===== config.mk =====
export PLATFORM = sky130hd
export DESIGN_NAME = yuvq_front
export DESIGN_NICKNAME = d
export VERILOG_FILES = /design/src/design/yuvq_pkg.sv /design/src/design/yuvq_front.sv
export SDC_FILE = /design/constraint.sdc
export NUM_CORES = 1
export LEC_CHECK = 0
export BUFFER_PORTS_ARGS = -buffer_cell sky130_fd_sc_hd__buf_2
export CORE_AREA = 2 2 183 185
export CTS_BUF_LIST = sky130_fd_sc_hd__clkbuf_4 sky130_fd_sc_hd__clkbuf_8 sky130_fd_sc_hd__clkbuf_16
export DETAILED_ROUTE_END_ITERATION = 10
export DIE_AREA = 0 0 185 187
export PLACE_DENSITY = 0.67
export SETUP_SLACK_MARGIN = 0.1
export SLEW_MARGIN = 20
export SYNTH_ARGS = -nofsm -noshare
export SYNTH_HDL_FRONTEND = slang
export SYNTH_SLANG_ARGS = --single-unit

===== constraint.sdc =====
create_clock -name i_clk -period 7.7 [get_ports i_clk]
set_clock_uncertainty 0.1 [all_clocks]
set_input_delay 0.77 -clock i_clk [delete_from_list [all_inputs] [get_ports i_clk]]
set_output_delay 0.77 -clock i_clk [all_outputs]
set_load 0.05 [all_outputs]

===== src/design/yuvq_pkg.sv =====
`default_nettype none
package yuvq_pkg;

    // field and datapath widths
    localparam int SAMPLE_W = 16;
    localparam int OP_W     = SAMPLE_W + 2;
    localparam int COEF_W   = 17;
    localparam int PROD_W   = OP_W + 1 + COEF_W;
    localparam int ACC_W    = PROD_W + 2;
    localparam int PIX_W    = 8;

    // configuration register indexes
    localparam int CFG_IDX_W = 4;
    localparam logic [CFG_IDX_W-1:0] CFG_MATRIX_SELECT = 4'd0;
    localparam logic [CFG_IDX_W-1:0] CFG_WIDE_INPUT    = 4'd1;

    typedef logic signed [COEF_W-1:0] t_coef;
    typedef logic [2:0][COEF_W-1:0]   t_coef_row;
    typedef logic [2:0][2:0][COEF_W-1:0] t_matrix;

    typedef logic [3:0][2:0][SAMPLE_W-1:0] t_quad;

    // operands handed from the input stage to the weighting units
    typedef struct packed {
        logic [3:0][2:0][OP_W-1:0] luma;
        logic [2:0][OP_W-1:0]      chroma;
    } t_quad_ops;

    // q16 matrices, rows y, u, v and columns r, g, b
    localparam t_matrix MATRIX_601 = '{
        '{-17'sd6554,  -17'sd33750, 17'sd40304},
        '{17'sd28573,  -17'sd18930, -17'sd9642},
        '{17'sd7471,   17'sd38469,  17'sd19595}
    };
    localparam t_matrix MATRIX_709 = '{
        '{-17'sd3695,  -17'sd36609, 17'sd40304},
        '{17'sd28573,  -17'sd22025, -17'sd6547},
        '{17'sd4731,   17'sd46871,  17'sd13932}
    };

endpackage
`default_nettype wire


===== src/design/yuvq_front.sv =====
`default_nettype none
module yuvq_front (
    input  wire logic              i_clk,
    input  wire logic              i_load,
    input  wire logic              i_wide,
    input  wire yuvq_pkg::t_quad   i_quad,
    output yuvq_pkg::t_quad_ops    o_ops
);
    import yuvq_pkg::*;

    t_quad r_quad;
    t_quad n_masked;
    logic [2:0][OP_W-1:0] n_sum;

    // input register, loaded on every accepted beat
    always_ff @(posedge i_clk) begin
        if (i_load) begin
            r_quad <= i_quad;
        end
    end

    // sample masking and per-channel quad sums
    always_comb begin
        for (int p = 0; p < 4; p++) begin
            for (int c = 0; c < 3; c++) begin
                n_masked[p][c] = i_wide ? r_quad[p][c]
                                        : {{(SAMPLE_W-8){1'b0}}, r_quad[p][c][7:0]};
                o_ops.luma[p][c] = {2'b00, n_masked[p][c]};
            end
        end
        for (int c = 0; c < 3; c++) begin
            n_sum[c] = {2'b00, n_masked[0][c]} + {2'b00, n_masked[1][c]}
                     + {2'b00, n_masked[2][c]} + {2'b00, n_masked[3][c]};
            o_ops.chroma[c] = i_wide ? n_sum[c] : {2'b00, n_sum[c][OP_W-1:2]};
        end
    end

endmodule
`default_nettype wire


After elaboration in Yosys (flattened, before gate mapping)
Cells that the tools add are included.

operators by class
  multiplexer cells = 15
  add/sub/neg operators = 9

operators with widths
  kind                     count
  2-to-1 mux 16 bit        12
  adder 17 x 16 -> 18 bit  3
  adder 18 x 16 -> 18 bit  3
  2-to-1 mux 18 bit        3
  adder 16 x 16 -> 17 bit  3

storage, ports and cells
  logic and storage cells = 36
  input port bits = 195
  flip-flop bits (word level) = 192
  output and inout bits = 270

Logic depth before layout (Yosys ltp)
  depth in word-level cells = 5
  gate-level depth with buffers = 16
  mapped depth without buffers = 12

Worst setup path after synthesis
OpenSTA, ideal clock, no wires.

  path type = input-to-output
  start = input i_wide
  end = output o_ops[13] in the netlist's numbering
  data required time = 6830 ps
  stages on the path = 15
  data arrival time = 5346 ps
  path slack = 1484 ps
  path buffers = 3
  cells stage by stage = clkbuf_1 clkbuf_1 clkbuf_1 and2_1 fa_1 inv_1 fa_1 inv_1 ha_1 a21oi_1 nor2_1 o41ai_2 a21oi_1 o21a_1 a211oi_1

RTL lines
  element             line             source
  start: declaration  yuvq_front.sv:5  input wire logic i_wide,
  end: declaration    yuvq_front.sv:7  output yuvq_pkg::t_quad_ops o_ops

==> impl_results.md <==
* Outcome: finished clean
* Worst Slack Setup Final at 2.04 ns
* H-tree depth at 4
* Cell mode on critical path: fa_1
* Area growth, synth to finish at 18.5%
* Cells after synthesis at 1183
* Final wirelength at 32300 um
* Min Tclk post-route at 5.66 ns
* Worst-path clk slew at 0.07 ns
* Yosys top cell by area: edfxtp_1
* Final worst path period share at 0.735
* IO Port Bufs at 440
* Dpl ws at 2.13 ns
* Net Sw Power at 2.71 mW
* Clk root buf: clkbuf_16
* Clk sink count at 192
* Vias per cell at 4.60
* Max-cap violations at 0
* Placed cell area at 0.0150 sq mm
* Seq pwr share at 0.240
* Final Hold Fails at 0
* Ys async rst share at 0
* Worst path slowest cell: a211oi_1
* Max reg flops at 192
* Die X at 185 um
* Pint at 2.62 mW
* CP Cell Sequence: inv_1 -> fa_1 -> inv_1 -> fa_1 -> ha_1 -> fa_1 -> a211oi_1 -> o21ai_0 -> a41oi_1 -> o221ai_1 -> xnor2_1 -> o21ai_0 -> buf_2
* Die Y at 187 um
* Setup CP Type: reg2out
* Setup Buffers After CTS at 0
* Detailed Routing Iterations Pass 1 at 5
* Syn_area_per_cell at 11.1 sq um
* Comb pwr share at 0.594
* Area share of the largest cell type after synthesis at 0.440
* Sw Share at 0.508
* Hold_buf cts at 0
* CP required at 6.83 ns
* Vias in the first global route at 9261
* Initial Util at 0.399
* EDFF count, synth at 192
* Top FF cell, synth: edfxtp_1
* Pin count of the biggest net entering global routing at 100
* RSZ-0062 raised after global routing: no
* Commonest cells post-synth: inv_1, edfxtp_1, buf_4
* Core area at 0.0329 sq mm
* Nets@finish at 1859
* Clock Power Share at 0.166
* Via count at 9103
* Seq cells post-synth at 192
* Maximum clock frequency at 0.177 GHz
* Worst min path class: in2reg
* GP Congestion at 0.829
* Leakage at 7.75 nW
* Setup crit end kind: output pin
* Crit path max fanout at 4
* Post-Syn Area at 0.0131 sq mm
* ANT nets after route at 0
* CTS Buffer Depth at 2
* # DRC at 0
* Syn. warnings at 0
* Crit path arrival time at 4.79 ns
* Fin Setup TNS at 0 ns
* Total global routing overflow at 0
* Detail Placement HPWL at 26300 um
* Sequential cell area fraction in the yosys report at 0.440
* Pwr dens at 343 mW/mm^2
* Relative slew slack at 0.353
* Layout cells sized above 1 at 0.330
* Cts repair resizes at 0
* CTS Buf Count at 17
* Cell Rows at 67
* Count of cell types in the netlist at 65
* Routed length per placed instance at 16.3 um
* GRT Util Overall at 0.191
* Max VDD drop at 0.000193 V
* Worst hold margin at 0.379 ns
* Initial antenna violation count at 3
* TritonCTS clock tree: done
* First-pass GRT wire length at 50100 um
* Final core utilization at 0.473
* Initial DRC count at 630
* Largest cells by area after synthesis: edfxtp_1, fa_1, inv_1
* Count of final setup violators at 0
* Registers with the most flip-flops: r_quad: 192 flops
* Top-count cell post-synth: inv_1
* Max-slew violations at 0
* Die area at 0.0346 sq mm
* Top reg by flops: r_quad
* Critical Path Start Type: flip-flop
* Slew @ Worst Pin at 0.971 ns
* Final Cell Area at 0.0155 sq mm
* Io pins at 465
* CP max stage delay at 0.57 ns
through the flow:
stage          instances  total power [mW]
5_1_grt             1980              5.66
4_1_cts             1977              5.38
3_5_place_dp        1946              4.47
2_1_floorplan       1206              3.76
6_report            1981              5.34
3_3_place_gp        1946              4.44
kinds of logic (layout without fill, tap and decap cells):
family	count (synthesis)	count (layout)	share of synthesized area
AOI/OAI and AO/OA	168	168	0.0877
xor gates and xnor gates	39	39	0.0260
adders and majority gates	147	147	0.195
buffers and inverters	411	734	0.154
DFF	192	192	0.440
muxes	23	23	0.0191
other	1	28	0.000286
and+or+nand+nor	202	202	0.0785
cell usage in the layout, fill, tap and decap left out, types with 4 or more instances in the layout:
cell       instances
edfxtp_1         192
nor2_1            23
inv_1            258
conb_1            24
and2_1            80
o31ai_1            6
buf_2            438
o22ai_1            6
ha_1              51
diode_2            4
a21o_1            17
o21a_1             7
mux2i_1            7
o211ai_1           9
nand2_1           67
a211oi_1           8
a21oi_1           46
xor2_1            21
nor2b_1            4
clkinv_2           5
o21ai_0           28
and3_1             4
clkbuf_16         17
fa_1              96
a31oi_1            4
nand4_1            4
a221oi_1           5
xnor2_1           18
mux2_2            16
nor3_1             8
buf_4              6
nand3_1            5
path summary, 6_finish.rpt:
check                  startpoint     endpoint  slack (ns)  cells past startpoint
worst max-delay path   r_quad[17]    o_ops[31]        2.04                     13
worst min-delay path  i_quad[129]  r_quad[129]        0.38                      1
routing by layer:
metal / vias up / part of all wire / global-route usage
met5: - / 0 / 0
met4: 0 / 0.034 / 0.0842
met3: 47 / 0.063 / 0.0454
met2: 346 / 0.48 / 0.305
met1: 4319 / 0.43 / 0.247
li1: 4391 / - / -
worst max-delay path, delay by kind of cell (launching register included):
kind,cells,cell delay (ns)
adder cells (fa/ha/maj),4,1.72
XOR/XNOR,1,0.18
buffers and inverters,3,0.45
AO/OA/AOI/OAI,5,1.62
flip-flops,1,0.36
area by class of cell:
type | instances | area (sq um)
Clock inverter | 12 | 118
Multi-Input combinational cell | 603 | 5420
Timing Repair Buffer | 445 | 2250
Antenna cell | 4 | 10.0
Fill cell | 3061 | 17300
Tap cell | 448 | 561
Clock buffer | 19 | 440
Inverter | 258 | 968
Sequential cell | 192 | 5770
power groups by stage:
stage                     Sequential, mW  Combinational, mW  Clock (mW)
final                               1.28               3.17       0.885
after global routing                1.29               3.43       0.942
after CTS                           1.28               3.19       0.907
after detailed placement            1.30               3.17           0
after global placement              1.30               3.14           0
after floorplan                     1.29               2.47           0
(Power assumes the default switching activity.)
