$ cat config.mk
export PLATFORM = sky130hd
export DESIGN_NAME = yuvq_weigh
export DESIGN_NICKNAME = d
export VERILOG_FILES = /design/src/design/yuvq_pkg.sv /design/src/design/yuvq_weigh.sv
export SDC_FILE = /design/constraint.sdc
export NUM_CORES = 2
export LEC_CHECK = 0
export ABC_CLOCK_PERIOD_IN_PS = 14600
export BUFFER_PORTS_ARGS = -buffer_cell sky130_fd_sc_hd__buf_4
export CAP_MARGIN = 20
export CORE_ASPECT_RATIO = 0.6
export CORE_UTILIZATION = 55
export DETAILED_ROUTE_END_ITERATION = 7
export GPL_TIMING_DRIVEN = 0
export HOLD_SLACK_MARGIN = 0.15
export PLACE_DENSITY = 0.8
export SYNTH_ARGS = -nofsm -noshare
export SYNTH_HDL_FRONTEND = slang
export SYNTH_SLANG_ARGS = --single-unit
export TNS_END_PERCENT = 50
$ cat constraint.sdc
create_clock -name i_clk -period 14.6 [get_ports i_clk]
set_clock_uncertainty 0.2 [all_clocks]
set_input_delay 2.92 -clock i_clk [delete_from_list [all_inputs] [get_ports i_clk]]
set_output_delay 2.92 -clock i_clk [all_outputs]
set_load 0.01 [all_outputs]
$ cat src/design/yuvq_pkg.sv
`default_nettype none
package yuvq_pkg;

    // field and datapath widths
    localparam int SAMPLE_W = 16;
    localparam int OP_W     = SAMPLE_W + 2;
    localparam int COEF_W   = 17;
    localparam int PROD_W   = OP_W + 1 + COEF_W;
    localparam int ACC_W    = PROD_W + 2;
    localparam int PIX_W    = 8;

    // configuration register indexes
    localparam int CFG_IDX_W = 4;
    localparam logic [CFG_IDX_W-1:0] CFG_MATRIX_SELECT = 4'd0;
    localparam logic [CFG_IDX_W-1:0] CFG_WIDE_INPUT    = 4'd1;

    typedef logic signed [COEF_W-1:0] t_coef;
    typedef logic [2:0][COEF_W-1:0]   t_coef_row;
    typedef logic [2:0][2:0][COEF_W-1:0] t_matrix;

    typedef logic [3:0][2:0][SAMPLE_W-1:0] t_quad;

    // operands handed from the input stage to the weighting units
    typedef struct packed {
        logic [3:0][2:0][OP_W-1:0] luma;
        logic [2:0][OP_W-1:0]      chroma;
    } t_quad_ops;

    // q16 matrices, rows y, u, v and columns r, g, b
    localparam t_matrix MATRIX_601 = '{
        '{-17'sd6554,  -17'sd33750, 17'sd40304},
        '{17'sd28573,  -17'sd18930, -17'sd9642},
        '{17'sd7471,   17'sd38469,  17'sd19595}
    };
    localparam t_matrix MATRIX_709 = '{
        '{-17'sd3695,  -17'sd36609, 17'sd40304},
        '{17'sd28573,  -17'sd22025, -17'sd6547},
        '{17'sd4731,   17'sd46871,  17'sd13932}
    };

endpackage
`default_nettype wire

$ cat src/design/yuvq_weigh.sv
`default_nettype none
module yuvq_weigh (
    input  wire logic                      i_clk,
    input  wire logic                      i_en,
    input  wire logic                      i_wide,
    input  wire logic                      i_chroma,
    input  wire logic [2:0][yuvq_pkg::OP_W-1:0] i_rgb,
    input  wire yuvq_pkg::t_coef_row       i_coef,
    output logic [yuvq_pkg::PIX_W-1:0]     o_byte
);
    import yuvq_pkg::*;

    logic signed [PROD_W-1:0] r_prod [3];
    logic signed [ACC_W-1:0]  n_acc;
    logic signed [ACC_W-1:0]  n_shr;
    logic signed [ACC_W-1:0]  n_val;
    logic [4:0]               n_sh;

    // product register
    always_ff @(posedge i_clk) begin
        if (i_en) begin
            for (int c = 0; c < 3; c++) begin
                r_prod[c] <= $signed({1'b0, i_rgb[c]}) * $signed(i_coef[c]);
            end
        end
    end

    // round, floor shift, offset and clip to a byte
    always_comb begin
        n_acc = ACC_W'(r_prod[0]) + ACC_W'(r_prod[1]) + ACC_W'(r_prod[2])
              + ACC_W'(32768);
        unique case ({i_chroma, i_wide})
            2'b01:   n_sh = 5'd18;
            2'b11:   n_sh = 5'd20;
            default: n_sh = 5'd16;
        endcase
        n_shr = n_acc >>> n_sh;
        n_val = i_chroma ? n_shr + ACC_W'(128) : n_shr;
        if (n_val[ACC_W-1]) begin
            o_byte = '0;
        end else if (|n_val[ACC_W-2:PIX_W]) begin
            o_byte = '1;
        end else begin
            o_byte = n_val[PIX_W-1:0];
        end
    end

endmodule
`default_nettype wire

# Word-level counts from Yosys, hierarchy flattened
# Memories as Yosys holds them, arrays and structs flattened.
# Cells that the tools add are included.
totals:
  input_bits: 109
  output_inout_bits: 8
  mem_count: 1
  register_bits: 0
  mem_bits_rw: 108
classes:
  add_sub_neg: 4
  n_eq_ne: 2
  muxes: 6
  n_shift: 1
  multipliers: 3
  reduce_logical: 1
mem_list:
  columns: ["name", "words", "width", "rd", "rd_ports_with_merged_regs", "wr", "line_no", "text"]
  rows:
  - ["r_prod", 3, 36, 3, 0, 3, "yuvq_weigh.sv:13", "logic signed [PROD_W-1:0] r_prod [3];"]
op_table:
  columns: ["operator", "n"]
  rows:
  - ["19-bit by 17-bit multiplier with 36-bit output", 3]
  - ["37-bit by 36-bit adder with 38-bit output", 1]
  - ["38-bit by 17-bit adder with 38-bit output (second input constant)", 1]
  - ["38-bit by 9-bit adder with 38-bit output (second input constant)", 1]
  - ["38-bit 2-to-1 mux", 1]
  - ["38-bit by 5-bit >>> shifter with 38-bit output", 1]
  - ["36-bit by 36-bit adder with 37-bit output", 1]
  - ["29-bit OR reduction", 1]
  - ["8-bit 2-to-1 mux", 2]
  - ["3-bit one-hot mux with 2 select lines", 1]
  - ["2-bit by 1-bit equality test with 1-bit output (second input constant)", 1]
  - ["2-bit equality test (second input constant)", 1]
  - ["1-bit 2-to-1 mux", 2]

# Logic depth before layout (Yosys ltp)
# An unclocked memory read counts as a cell.
depth:
  ltp_word: 10
  mapped_depth: 28

# Worst setup path after synthesis
# OpenSTA, ideal clock, no wires.
synth_timing:
  kind: "input to register"
  startpoint: "in i_coef[39] in the netlist's numbering"
  endpoint: "mem r_prod[0][107] in the netlist's numbering (data pin)"
  t_required_ns: 14.141
  t_arrival_ns: 9.458
  setup_slack_ns: 4.683
  path_stages: 26
  setup_time_ns: 0.259
  path_cell_list: "clkbuf_1 > clkbuf_1 > nand2_1 > fa_1 > inv_1 > fa_1 > fa_1 > fa_1 > inv_1 > fa_1 > inv_1 > fa_1 > ha_1 > nand2_1 > nor2_1 > a211oi_1 > nand2_1 > a211oi_1 > o31ai_1 > a21o_1 > a41o_1 > o41ai_1 > nor2_1 > a2111oi_0 > a21oi_1 > xnor2_1"
synth_lines:
  columns: ["element", "line_no", "text"]
  rows:
  - ["start, declared", "yuvq_weigh.sv:8", "input wire yuvq_pkg::t_coef_row i_coef,"]
  - ["end, declared", "yuvq_weigh.sv:13", null]

==> out/summary.txt <==
status = finished clean
Worst Max-Slew Pin Slew = 0.861 ns
Slew headroom = 42.6%
IO Pins = 117
worst hold path type = primary input to flip-flop
1st-pass router iterations = 6
hold depth = 2
FP Rows = 74
final wirelength = 99.9 mm
vias per std cell = 5.54
Worst Path Arrival = 11.01 ns
first-pass GRT wire length = 160 mm
filler instances = 5763
RSZ-0062 raised after global routing = false
CP Max Fanout = 10
commonest register cell after synthesis = edfxtp_1
Sink Count = 108
required time of the worst setup path = 14.56 ns
Syn Nets = 5506
Final HPWL DP = 85.7 mm
startpoint types = primary input
Initial Util = 55.6%
CTS tree = built
setup TNS = 0 ns
max reg flops = 108
Worst-path clk slew = 0.08 ns
Core Area = 68100 µm²
asr flop ratio synth = 0%
Slowest cell on crit path = a2111oi_0
root buffer cell = clkbuf_16
P&R area growth vs syn = 5.63%
Clock Path Buffers = 2
die height = 205 µm
Nets = 5607
share of cells above drive strength 1 = 3.31%
number of global-route vias before repair = 29400
Setup CP Type = primary input to flip-flop
Synth Instances = 4183
fmax = 90.5 MHz
hold worst-path end = r_prod[0][36]
fin crit share = 75.7%
sequential cell area fraction in the yosys report = 8.57%
number of synthesized flops with an enable pin = 108
I/O Buffers = 89
routed vias = 28800
pin count of the biggest net entering global routing = 76
H-tree depth = 3
final worst path period need = 11.05 ns
Storage cell area = 3240 µm²
final setup fails = 0
1st-iter DRT viols = 2443
DIE AREA = 69900 µm²
crit path capture type = flip-flop
wire length per cell = 19.2 µm
hold buffers post-CTS = 0
DRC Markers = 0
fin. max-slew vios = 0
total CTS buffers = 9
register bit total from synthesis = 108
Cell Area, Synth = 37900 µm²
biggest regs = r_prod x108
Fin. Hold Viols = 0
Yosys cell types = 74
Crit path largest cell delay = 0.65 ns
overall routing resource usage = 29.6%
initial antenna violation count = 4
CTS resizes = 0
maxcap violations = 0
Die Wd = 341 µm
Placer Congestion = 1.01
Routed Antenna Nets = 0
HP Start = i_coef[17]
Avg Inst Size Synth = 9.05 µm²
Multi-input gate area = 30400 µm²
most flop-heavy register = r_prod
Setup Fix Bufs, Post-CTS = 0
yosys warns = 0
grt ovf = 0
CP dominant cell by count = fa_1
[kinds of logic after synthesis]
group	count (synthesis)	synth area share (%)
multiplexers	7	0.192
buffers and inverters	1128	11.2
flip-flops	108	8.57
AND/OR/NAND/NOR	1262	16.2
AO/OA/AOI/OAI	355	6.25
adder cells (fa/ha/maj)	1214	55.0
XOR/XNOR	109	2.54
[synthesized netlist by cell type (39+ instances only)]
master | number | area (µm²)
a21o_1 | 39 | 293
a21oi_1 | 114 | 571
and2_1 | 358 | 2240
clkbuf_1 | 144 | 541
edfxtp_1 | 108 | 3240
fa_1 | 752 | 15100
ha_1 | 462 | 5780
inv_1 | 977 | 3670
nand2_1 | 587 | 2200
nand2b_1 | 65 | 407
nor2_1 | 99 | 372
o21ai_0 | 61 | 305
xnor2_1 | 79 | 692
[cells in the final DEF, fill, tap and decap left out, drive strengths merged, types with 15 or more instances in the layout]
master / n
o21ai: 66
and2: 358
inv: 981
nand3: 33
nor2b: 22
o21a: 17
buf: 97
edfxtp: 108
xnor2: 80
a21oi: 115
a211oi: 15
nor2: 99
xor2: 29
fa: 752
clkbuf: 153
a21o: 39
ha: 462
nand2b: 65
nand2: 587
nor3: 31
[metal layers]
metal / share of wire [%] / global-route usage, % / vias up
li1: - / - / 12900
met1: 44 / 44.0 / 14200
met2: 40 / 41.5 / 1558
met3: 14 / 11.0 / 136
met4: 1.5 / 4.47 / 2
met5: 0.083 / 1.11 / -
[worst max-delay path: cells and delay by family]
family | cells | cell delay [ns]
AO/OA/AOI/OAI | 8 | 2.58
XOR/XNOR | 1 | 0.33
adder cells (fa/ha/maj) | 7 | 3.42
buffers and inverters | 5 | 1.22
AND/OR/NAND/NOR | 5 | 0.52
[layout make-up]
class / instances / share of cell area, %
Multi-Input combinational cell: 2947 / 76.0
Inverter: 977 / 9.17
Sequential cell: 108 / 8.11
Tap cell: 912 / 2.85
Timing Repair Buffer: 90 / 1.74
Buffer: 151 / 1.44
Clock buffer: 9 / 0.563
Clock inverter: 7 / 0.169
Antenna cell: 1 / 0.00626
[how the worst max path moves through the flow]
stage	startpoint	end	slack, ns
after global routing	i_coef[40]	r_prod[0][107]	3.24
after global placement	i_coef[40]	r_prod[0][107]	3.49
final	i_coef[40]	r_prod[0][107]	3.55
after detailed placement	i_coef[40]	r_prod[0][107]	3.41
after floorplan	i_coef[39]	r_prod[0][107]	4.68
after CTS	i_coef[40]	r_prod[0][107]	3.78
[per-stage QoR]
step	util [%]	cell area (µm²)	std cells	worst slack (ns)	hold slack, ns
floorplan	-	37900	4183	4.68	2.83
finish	58.8	40000	5202	3.55	2.77
detailed placement	58.3	39700	5185	3.41	3.14
CTS	58.8	40000	5201	3.78	2.77
global placement	58.3	39700	5184	3.49	3.14
global route	58.8	40000	5202	3.24	2.77
Power is left out: the tool's default activity adds up to more than one toggle a clock period on the data nets, which glitch-free logic cannot reach.
